$ cat src/hdl/slt_pkg.sv
// Shared types and constants for the sequential list table.
`default_nettype none

package slt_pkg;

    // Default sizing handed to the top level parameters
    localparam int CAPACITY_DEF   = 64;
    localparam int DATA_WIDTH_DEF = 32;

    localparam int FUNC_W   = 3;
    localparam int STATUS_W = 2;

    // Request opcodes, carried on s_tuser
    typedef enum logic [FUNC_W-1:0] {
        FN_INSERT = 3'd0,
        FN_DELETE = 3'd1,
        FN_READ   = 3'd2,
        FN_WRITE  = 3'd3,
        FN_LOCATE = 3'd4,
        FN_CLEAR  = 3'd5
    } func_t;

    // Result status codes, carried on m_tuser
    typedef enum logic [STATUS_W-1:0] {
        ST_OK       = 2'd0,
        ST_BAD_POS  = 2'd1,
        ST_FULL     = 2'd2,
        ST_NOT_FND  = 2'd3
    } status_t;

    // Status and flag group passed from the sequencer to the output stage
    typedef struct packed {
        status_t status;
        logic    before_valid;
        logic    after_valid;
        logic    is_empty;
    } res_flags_t;

endpackage

`default_nettype wire

$ cat src/hdl/sequential_list_table.sv
// Sequential list table top level: stream ports, store and output register.
//
// One request beat in on s_*, one result beat out on m_*. The opcode rides on
// s_tuser; position and value on s_tdata. The result status rides on m_tuser.
// The list lives in a single-port-write, single-port-read store, and insert,
// delete and locate walk it one entry per cycle through one address stepper.
// Insert and delete shift the entries after the position by one place;
// locate scans from the head until a match or the end of the list; read
// and write reach one entry; clear, a bad request and an unused opcode
// go straight to the result. s_tready rises together with m_tvalid when
// the result loads into the output register.
// s_tready is high only while no request is in work; one request at a time.
// A finished result waits in the output register while the next request is
// taken in; if a second result is ready before m_tready, the sequencer holds
// it and takes no more requests until the output register frees up.
// Reset empties the list and drops m_tvalid; stored entries keep stale data
// but are never read before being written.
`default_nettype none

module sequential_list_table #(
    parameter int CAPACITY   = slt_pkg::CAPACITY_DEF,
    parameter int DATA_WIDTH = slt_pkg::DATA_WIDTH_DEF,
    parameter int POS_W      = $clog2(CAPACITY + 2),
    parameter int S_TDATA_W  = ((POS_W + DATA_WIDTH + 7) / 8) * 8,
    parameter int M_TDATA_W  = ((3 * DATA_WIDTH + 2 * POS_W + 3 + 7) / 8) * 8
) (
    input  wire logic                         aclk,
    input  wire logic                         aresetn,
    // request channel
    input  wire logic                         s_tvalid,
    output logic                              s_tready,
    // position, value
    input  wire logic [S_TDATA_W-1:0]         s_tdata,
    // func
    input  wire logic [slt_pkg::FUNC_W-1:0]   s_tuser,
    // result channel
    output logic                              m_tvalid,
    input  wire logic                         m_tready,
    // read_value, found_position, before_value, before_valid,
    // after_value, after_valid, count, is_empty
    output logic      [M_TDATA_W-1:0]         m_tdata,
    // status
    output logic      [slt_pkg::STATUS_W-1:0] m_tuser
);

    localparam int AW = $clog2(CAPACITY);

    logic                  done;
    logic                  take;
    logic [DATA_WIDTH-1:0] res_read_value;
    logic [POS_W-1:0]      res_found_pos;
    logic [DATA_WIDTH-1:0] res_before_value;
    logic [DATA_WIDTH-1:0] res_after_value;
    logic [POS_W-1:0]      res_count;
    slt_pkg::res_flags_t   res_flags;

    logic                  mem_wr_en;
    logic [AW-1:0]         mem_wr_addr;
    logic [DATA_WIDTH-1:0] mem_wr_data;
    logic [AW-1:0]         mem_rd_addr;
    logic [DATA_WIDTH-1:0] mem_rd_data;

    logic                         m_tvalid_reg, m_tvalid_next;
    logic [M_TDATA_W-1:0]         m_tdata_reg;
    logic [slt_pkg::STATUS_W-1:0] m_tuser_reg;

    slt_seq #(
        .CAPACITY   (CAPACITY),
        .DATA_WIDTH (DATA_WIDTH),
        .AW         (AW),
        .POS_W      (POS_W)
    ) u_seq (
        .aclk             (aclk),
        .aresetn          (aresetn),
        .in_valid         (s_tvalid),
        .in_ready         (s_tready),
        .in_func          (s_tuser),
        .in_pos           (s_tdata[POS_W-1:0]),
        .in_val           (s_tdata[POS_W+DATA_WIDTH-1:POS_W]),
        .done             (done),
        .take             (take),
        .res_read_value   (res_read_value),
        .res_found_pos    (res_found_pos),
        .res_before_value (res_before_value),
        .res_after_value  (res_after_value),
        .res_count        (res_count),
        .res_flags        (res_flags),
        .mem_wr_en        (mem_wr_en),
        .mem_wr_addr      (mem_wr_addr),
        .mem_wr_data      (mem_wr_data),
        .mem_rd_addr      (mem_rd_addr),
        .mem_rd_data      (mem_rd_data)
    );

    slt_store #(
        .DEPTH (CAPACITY),
        .WIDTH (DATA_WIDTH),
        .AW    (AW)
    ) u_store (
        .aclk    (aclk),
        .wr_en   (mem_wr_en),
        .wr_addr (mem_wr_addr),
        .wr_data (mem_wr_data),
        .rd_addr (mem_rd_addr),
        .rd_data (mem_rd_data)
    );

    // Output register: load when empty or being drained this cycle
    assign take          = !m_tvalid_reg || m_tready;
    assign m_tvalid_next = (done && take) || (m_tvalid_reg && !m_tready);

    always_ff @(posedge aclk) begin
        if (!aresetn) begin
            m_tvalid_reg <= 1'b0;
        end else begin
            m_tvalid_reg <= m_tvalid_next;
        end
    end

    // Result beat payload
    always_ff @(posedge aclk) begin
        if (done && take) begin
            m_tuser_reg <= res_flags.status;
            m_tdata_reg <= M_TDATA_W'({res_flags.is_empty,
                                       res_count,
                                       res_flags.after_valid,
                                       res_after_value,
                                       res_flags.before_valid,
                                       res_before_value,
                                       res_found_pos,
                                       res_read_value});
        end
    end

    assign m_tvalid = m_tvalid_reg;
    assign m_tdata  = m_tdata_reg;
    assign m_tuser  = m_tuser_reg;

endmodule

`default_nettype wire

$ cat src/hdl/slt_store.sv
// Entry store: one write port, one read port with registered read data.
`default_nettype none

module slt_store #(
    parameter int DEPTH = slt_pkg::CAPACITY_DEF,
    parameter int WIDTH = slt_pkg::DATA_WIDTH_DEF,
    parameter int AW    = $clog2(DEPTH)
) (
    input  wire logic             aclk,
    input  wire logic             wr_en,
    input  wire logic [AW-1:0]    wr_addr,
    input  wire logic [WIDTH-1:0] wr_data,
    input  wire logic [AW-1:0]    rd_addr,
    output logic      [WIDTH-1:0] rd_data
);

    logic [WIDTH-1:0] mem [DEPTH];
    logic [WIDTH-1:0] rd_data_reg;

    // Write port
    always_ff @(posedge aclk) begin
        if (wr_en) begin
            mem[wr_addr] <= wr_data;
        end
    end

    // Read port, data in the cycle after the address
    always_ff @(posedge aclk) begin
        rd_data_reg <= mem[rd_addr];
    end

    assign rd_data = rd_data_reg;

endmodule

`default_nettype wire

$ cat src/hdl/slt_seq.sv
// Sequencer: decodes a request and walks the store one entry per cycle.
`default_nettype none

module slt_seq #(
    parameter int CAPACITY   = slt_pkg::CAPACITY_DEF,
    parameter int DATA_WIDTH = slt_pkg::DATA_WIDTH_DEF,
    parameter int AW         = $clog2(CAPACITY),
    parameter int POS_W      = $clog2(CAPACITY + 2)
) (
    input  wire logic                       aclk,
    input  wire logic                       aresetn,
    // request side
    input  wire logic                       in_valid,
    output logic                            in_ready,
    input  wire logic [slt_pkg::FUNC_W-1:0] in_func,
    input  wire logic [POS_W-1:0]           in_pos,
    input  wire logic [DATA_WIDTH-1:0]      in_val,
    // result side
    output logic                            done,
    input  wire logic                       take,
    output logic      [DATA_WIDTH-1:0]      res_read_value,
    output logic      [POS_W-1:0]           res_found_pos,
    output logic      [DATA_WIDTH-1:0]      res_before_value,
    output logic      [DATA_WIDTH-1:0]      res_after_value,
    output logic      [POS_W-1:0]           res_count,
    output slt_pkg::res_flags_t             res_flags,
    // store port
    output logic                            mem_wr_en,
    output logic      [AW-1:0]              mem_wr_addr,
    output logic      [DATA_WIDTH-1:0]      mem_wr_data,
    output logic      [AW-1:0]              mem_rd_addr,
    input  wire logic [DATA_WIDTH-1:0]      mem_rd_data
);

    typedef enum logic [8:0] {
        S_IDLE     = 9'b000000001,
        S_SHIFT_UP = 9'b000000010,
        S_SHIFT_DN = 9'b000000100,
        S_SCAN     = 9'b000001000,
        S_NEIGH    = 9'b000010000,
        S_RD       = 9'b000100000,
        S_RD_WAIT  = 9'b001000000,
        S_WR       = 9'b010000000,
        S_DONE     = 9'b100000000
    } state_t;

    state_t                state_reg, state_next;
    logic [POS_W-1:0]      len_reg, len_next;
    logic [POS_W-1:0]      pos_reg, pos_next;
    logic [DATA_WIDTH-1:0] val_reg, val_next;
    logic [AW-1:0]         idx_reg, idx_next;
    logic [AW-1:0]         tag_reg, tag_next;
    logic [POS_W-1:0]      rem_reg, rem_next;
    logic                  pend_reg, pend_next;

    slt_pkg::status_t      status_reg, status_next;
    logic [DATA_WIDTH-1:0] rd_reg, rd_next;
    logic [POS_W-1:0]      fpos_reg, fpos_next;
    logic [DATA_WIDTH-1:0] bv_reg, bv_next;
    logic                  bok_reg, bok_next;
    logic [DATA_WIDTH-1:0] av_reg, av_next;
    logic                  aok_reg, aok_next;

    logic [AW-1:0]         pos_addr;
    logic                  step_up;
    logic [AW-1:0]         idx_step;
    logic                  rem_zero;
    logic                  hit;

    assign pos_addr = pos_reg[AW-1:0] - AW'(1);
    assign rem_zero = (rem_reg == '0);
    assign hit      = pend_reg && (mem_rd_data == val_reg);

    // Shared address stepper: down for insert shifting, up otherwise
    assign step_up  = (state_reg != S_SHIFT_UP);
    assign idx_step = step_up ? (idx_reg + AW'(1)) : (idx_reg - AW'(1));

    // Next-state and datapath control
    always_comb begin
        state_next  = state_reg;
        len_next    = len_reg;
        pos_next    = pos_reg;
        val_next    = val_reg;
        idx_next    = idx_reg;
        tag_next    = tag_reg;
        rem_next    = rem_reg;
        pend_next   = pend_reg;
        status_next = status_reg;
        rd_next     = rd_reg;
        fpos_next   = fpos_reg;
        bv_next     = bv_reg;
        bok_next    = bok_reg;
        av_next     = av_reg;
        aok_next    = aok_reg;
        mem_wr_en   = 1'b0;
        mem_wr_addr = tag_reg;
        mem_wr_data = mem_rd_data;
        mem_rd_addr = idx_reg;

        case (state_reg)
            S_IDLE: begin
                if (in_valid) begin
                    pos_next    = in_pos;
                    val_next    = in_val;
                    pend_next   = 1'b0;
                    status_next = slt_pkg::ST_OK;
                    rd_next     = '0;
                    fpos_next   = '0;
                    bv_next     = '0;
                    bok_next    = 1'b0;
                    av_next     = '0;
                    aok_next    = 1'b0;
                    state_next  = S_DONE;
                    case (slt_pkg::func_t'(in_func))
                        slt_pkg::FN_INSERT: begin
                            if (in_pos == '0 || in_pos > len_reg + POS_W'(1)) begin
                                status_next = slt_pkg::ST_BAD_POS;
                            end else if (len_reg == POS_W'(CAPACITY)) begin
                                status_next = slt_pkg::ST_FULL;
                            end else begin
                                idx_next   = len_reg[AW-1:0] - AW'(1);
                                rem_next   = len_reg - in_pos + POS_W'(1);
                                state_next = S_SHIFT_UP;
                            end
                        end
                        slt_pkg::FN_DELETE: begin
                            if (in_pos == '0 || in_pos > len_reg) begin
                                status_next = slt_pkg::ST_BAD_POS;
                            end else begin
                                idx_next   = in_pos[AW-1:0];
                                rem_next   = len_reg - in_pos;
                                state_next = S_SHIFT_DN;
                            end
                        end
                        slt_pkg::FN_READ: begin
                            if (in_pos == '0 || in_pos > len_reg) begin
                                status_next = slt_pkg::ST_BAD_POS;
                            end else begin
                                state_next = S_RD;
                            end
                        end
                        slt_pkg::FN_WRITE: begin
                            if (in_pos == '0 || in_pos > len_reg) begin
                                status_next = slt_pkg::ST_BAD_POS;
                            end else begin
                                state_next = S_WR;
                            end
                        end
                        slt_pkg::FN_LOCATE: begin
                            idx_next   = '0;
                            rem_next   = len_reg;
                            state_next = S_SCAN;
                        end
                        slt_pkg::FN_CLEAR: begin
                            len_next = '0;
                        end
                        default: begin
                        end
                    endcase
                end
            end

            // Insert and delete: read one entry and write the one read last cycle
            S_SHIFT_UP, S_SHIFT_DN: begin
                if (!rem_zero) begin
                    idx_next  = idx_step;
                    tag_next  = step_up ? (idx_reg - AW'(1)) : (idx_reg + AW'(1));
                    rem_next  = rem_reg - POS_W'(1);
                    pend_next = 1'b1;
                end else begin
                    pend_next = 1'b0;
                end
                if (pend_reg) begin
                    mem_wr_en = 1'b1;
                end else if (rem_zero) begin
                    if (state_reg == S_SHIFT_UP) begin
                        mem_wr_en   = 1'b1;
                        mem_wr_addr = pos_addr;
                        mem_wr_data = val_reg;
                        len_next    = len_reg + POS_W'(1);
                    end else begin
                        len_next = len_reg - POS_W'(1);
                    end
                    state_next = S_DONE;
                end
            end

            // Locate: compare the entry read last cycle, keep its predecessor
            S_SCAN: begin
                if (!rem_zero) begin
                    idx_next  = idx_step;
                    tag_next  = idx_reg;
                    rem_next  = rem_reg - POS_W'(1);
                    pend_next = 1'b1;
                end else begin
                    pend_next = 1'b0;
                end
                if (hit) begin
                    status_next = slt_pkg::ST_OK;
                    rd_next     = mem_rd_data;
                    fpos_next   = POS_W'(tag_reg) + POS_W'(1);
                    bok_next    = (tag_reg != '0);
                    if (tag_reg == '0) begin
                        bv_next = '0;
                    end
                    // successor read was issued this same cycle
                    aok_next    = !rem_zero;
                    state_next  = rem_zero ? S_DONE : S_NEIGH;
                end else begin
                    if (pend_reg) begin
                        bv_next = mem_rd_data;
                    end
                    if (rem_zero) begin
                        status_next = slt_pkg::ST_NOT_FND;
                        bv_next     = '0;
                        state_next  = S_DONE;
                    end
                end
            end

            S_NEIGH: begin
                av_next    = mem_rd_data;
                state_next = S_DONE;
            end

            S_RD: begin
                mem_rd_addr = pos_addr;
                state_next  = S_RD_WAIT;
            end

            S_RD_WAIT: begin
                rd_next    = mem_rd_data;
                state_next = S_DONE;
            end

            S_WR: begin
                mem_wr_en   = 1'b1;
                mem_wr_addr = pos_addr;
                mem_wr_data = val_reg;
                state_next  = S_DONE;
            end

            // Hold the result until the output register is free
            S_DONE: begin
                if (take) begin
                    state_next = S_IDLE;
                end
            end

            default: begin
                state_next = S_IDLE;
            end
        endcase
    end

    // Control state
    always_ff @(posedge aclk) begin
        if (!aresetn) begin
            state_reg <= S_IDLE;
            len_reg   <= '0;
            pend_reg  <= 1'b0;
        end else begin
            state_reg <= state_next;
            len_reg   <= len_next;
            pend_reg  <= pend_next;
        end
    end

    // Working and result payload
    always_ff @(posedge aclk) begin
        pos_reg    <= pos_next;
        val_reg    <= val_next;
        idx_reg    <= idx_next;
        tag_reg    <= tag_next;
        rem_reg    <= rem_next;
        status_reg <= status_next;
        rd_reg     <= rd_next;
        fpos_reg   <= fpos_next;
        bv_reg     <= bv_next;
        bok_reg    <= bok_next;
        av_reg     <= av_next;
        aok_reg    <= aok_next;
    end

    assign in_ready         = (state_reg == S_IDLE);
    assign done             = (state_reg == S_DONE);
    assign res_read_value   = rd_reg;
    assign res_found_pos    = fpos_reg;
    assign res_before_value = bv_reg;
    assign res_after_value  = av_reg;
    assign res_count        = len_reg;

    always_comb begin
        res_flags.status       = status_reg;
        res_flags.before_valid = bok_reg;
        res_flags.after_valid  = aok_reg;
        res_flags.is_empty     = (len_reg == '0);
    end

endmodule

`default_nettype wire
$ cat config.mk
export PLATFORM = sky130hd
export DESIGN_NAME = sequential_list_table
export DESIGN_NICKNAME = d
export VERILOG_FILES = /design/src/hdl/slt_pkg.sv /design/src/hdl/sequential_list_table.sv /design/src/hdl/slt_store.sv /design/src/hdl/slt_seq.sv
export SDC_FILE = /design/constraint.sdc
export NUM_CORES = 2
export LEC_CHECK = 0
export BUFFER_PORTS_ARGS = -buffer_cell sky130_fd_sc_hd__clkbuf_2
export CORE_AREA = 2 2 727 512
export DETAILED_ROUTE_END_ITERATION = 7
export DIE_AREA = 0 0 729 514
export PLACE_DENSITY = 0.46
export SLEW_MARGIN = 10
export SYNTH_ARGS = -nofsm -noshare
export SYNTH_HDL_FRONTEND = slang
export SYNTH_SLANG_ARGS = --single-unit
export TNS_END_PERCENT = 5
$ cat constraint.sdc
create_clock -name aclk -period 9.2 [get_ports aclk]
set_input_delay 0.46 -clock aclk [delete_from_list [all_inputs] [get_ports aclk]]
set_output_delay 0.46 -clock aclk [all_outputs]
set_load 0.03 [all_outputs]
==> flow_metrics.py <==
metrics = {
    "outcome": {
        "outcome": "finished clean",
    },
    "final_layout": {
        "stdcell_area_mm2": 0.106,
        "fin_nets": 6615,
        "postLayoutCoreUtil": 0.289,
        "largest_reg_flops": 2048,
        "synthToLayoutAreaGrowth_pct": 16.2,
        "fillers": 36800,
        "drive_above_1_share": 0.115,
    },
    "sta": {
        "rsz0062_at_grt": "no",
        "skew_ns": 0.0595,
        "tightest_slew_ns": 1.23,
        "period_needed_ns": 5.72,
        "slew_headroom": 0.181,
        "final_hold_viol_count": 0,
        "setup_viol": 0,
        "finalSetupTns_ns": 0,
        "finalCritPeriodShare": 0.622,
        "clock.fmax_ghz": 0.175,
        "drv_slew": 0,
    },
    "run": {
        "drv_cap": 0,
    },
    "yosys": {
        "ys_top_cells_by_count": "edfxtp_1 (2,327), nand2_1 (1,218), a21oi_1 (996)",
        "ys_seq_elements": 2377,
        "synth-seq-area-share": 0.774,
        "ys_warn_count": 0,
        "avgSynthCellArea_um2": 14.4,
        "yosysUniqueCellTypes": 69,
        "synth_top_area_share": 0.764,
        "post-synth-top-count-cell": "edfxtp_1",
        "yosys.area.top_type": "edfxtp_1",
        "synthTopCellsByArea": "edfxtp_1 (76%), a21oi_1 (5.4%), nand2_1 (5.0%)",
        "syn_area_mm2": 0.0915,
        "async_reset_ff_frac": 0,
        "synth_edf_count": 2327,
        "synth_ff_type": "edfxtp_1",
        "synth_cells": 6358,
    },
    "die": {
        "fp.dieH_um": 514,
        "start_util": 0.248,
        "core_area_mm2": 0.369,
        "ios": 171,
        "rows": 187,
        "die_w_um": 729,
        "die_area_mm2": 0.375,
    },
    "power": {
        "p_leak_nw": 33.7,
        "p_total_mw": 22.4,
        "p_per_area_mw_per_mm2": 211,
        "peakVddDrop_mv": 0.172,
    },
    "drt": {
        "drtAntennaViolNets": 0,
        "first_iter_violations": 6944,
        "drc": 0,
        "drtPass1Iterations": 8,
        "wirelength_um": 308000,
        "wl_per_cell_um": 26.5,
        "vias_per_cell": 4.94,
        "routed-via-count": 57500,
    },
    "clock_network": {
        "cts.htree.levels": 4,
        "cts_tree": "yes",
        "cts.clk_slew.worst_paths_ns": 0.07,
        "clk_latency_ns": 0.88,
        "clk_path_buf_depth": 4,
        "cts.sinks": 2377,
        "numCtsBuffers": 218,
        "root_buffer": "clkbuf_16",
    },
    "placed_design": {
        "finalWeightedCongestion": 0.805,
        "placed_cell_area_mm2": 0.0991,
        "dp_hpwl_um": 165000,
        "io_buffer_count": 162,
    },
    "worst_setup_path": {
        "worstPathRequired_ns": 9.87,
        "cp-end-kind": "flop",
        "rrSetupSlack_ns": 3.48,
        "crit_start": "u_seq.state_reg[1]",
        "arrival_ns": 6.39,
        "rr_worst_depth": 10,
        "cp_max_fo": 122,
        "reg2reg_from": "u_seq.state_reg[1]",
        "cp-start-kind": "flop",
        "endpoint": "u_store.rd_data[24]",
        "regToRegEndpoint": "u_store.rd_data[24]",
        "worstSetupPathType": "flop to flop",
    },
    "global_routing": {
        "antenna_found_initial": 17,
        "grt_util_all_layers": 0.157,
        "grt_pass1_vias": 53400,
        "grt_pass1_wl_um": 424000,
        "overflow": 0,
        "grt_max_degree": 173,
    },
    "worst_hold_path": {
        "min_from": "s_tvalid",
        "whs_path_depth": 3,
        "hold_path.class": "input port to flop",
    },
}
## timing repair
item                                   4_1_cts  5_1_grt
endpoints found under the hold margin       40        0
gates resized for setup                      0        0
buffers inserted                             0        0
hold buffers                                39        0
## layout by cell type, fill, tap and decap left out, types with 23 or more instances in the layout
master            n
a211oi_1         23
a21oi_1         995
a221oi_1        244
a22oi_1         128
a31oi_1         127
and2_1           73
and3_1           27
buf_4           153
clkbuf_1         37
clkbuf_16       219
clkbuf_2        162
clkinv_1         59
clkinv_2         37
dfxtp_1          50
dlygate4sd3_1    39
edfxtp_1       2327
ha_1             25
inv_1            27
nand2_1        1184
nand2_2          24
nand3_1          48
nor2_1           63
nor2_4           65
nor2b_1          45
nor3_1           78
nor4_1           43
o21ai_0          31
o31ai_1          34
or3_1            32
or4_1            36
xor2_1           50
## power by group
group          internal, mW  switching, mW  leakage, nW  total [mW]
Clock                  4.84           4.07         3.31        8.91
Sequential             12.2         0.0785         21.3        12.3
Combinational         0.263          0.991         9.09        1.25
Total                  17.3           5.14         33.7        22.4
## worst min-delay path by stage
stage / endpoint / slack [ns]
floorplan: m_tdata[0] / 0.40
global placement: m_tdata[1] / 0.40
detailed placement: m_tdata[45] / 0.40
CTS: u_seq.state_reg[0] / 0.008
global route: u_seq.state_reg[0] / 0.05
finish: u_seq.state_reg[0] / 0.07
## stage by stage
stage | setup WS, ns | hold WS [ns] | std cells
after floorplan | 2.78 | 0.400 | 6364
after global placement | 3.71 | 0.405 | 11200
after detailed placement | 3.67 | 0.405 | 11200
after CTS | 3.65 | 0.00765 | 11600
after global routing | 3.23 | 0.0544 | 11600
final | 3.48 | 0.0713 | 11600
## layer usage
layer / wire length, um / vias to the layer above / global-route usage
li1: - / 24600 / -
met1: 146000 / 29900 / 0.243
met2: 125000 / 2611 / 0.219
met3: 31600 / 340 / 0.0422
met4: 5390 / 8 / 0.0281
met5: 54 / - / 0
## worst max-delay path: stages, from the launching register on
cell,delay (ns)
dfxtp_1,0.41
or4_1,0.72
or4_1,0.76
nand2_8,0.64
buf_4,0.65
buf_4,0.57
nand2_1,0.10
a21oi_1,0.20
nor3_1,0.15
or4_1,0.57
nor3_1,0.57
## kinds of logic (layout without fill, tap and decap cells)
logic type | after synthesis | after routing | synth area share
AO/OA/AOI/OAI | 1653 | 1653 | 0.109
AND/OR/NAND/NOR | 1773 | 1773 | 0.0837
buffers and inverters | 442 | 795 | 0.0201
adder cells (fa/ha/maj) | 26 | 26 | 0.00364
flip-flops | 2377 | 2377 | 0.774
XOR/XNOR | 68 | 68 | 0.00651
other | 1 | 11 | 0.0000410
multiplexers | 18 | 18 | 0.00221
## final cells by class
class	count	area (um2)	area share
diodes	4	10.0	0.0000941
clock inverters	135	1100	0.0104
clock buffers	260	5670	0.0533
well taps	4914	6150	0.0578
repair buffers	372	2710	0.0255
flip-flops and latches	2377	70900	0.666
inverters	28	105	0.000988
multi-input cells	3545	19700	0.186
Power figures use the tool's default switching activity.
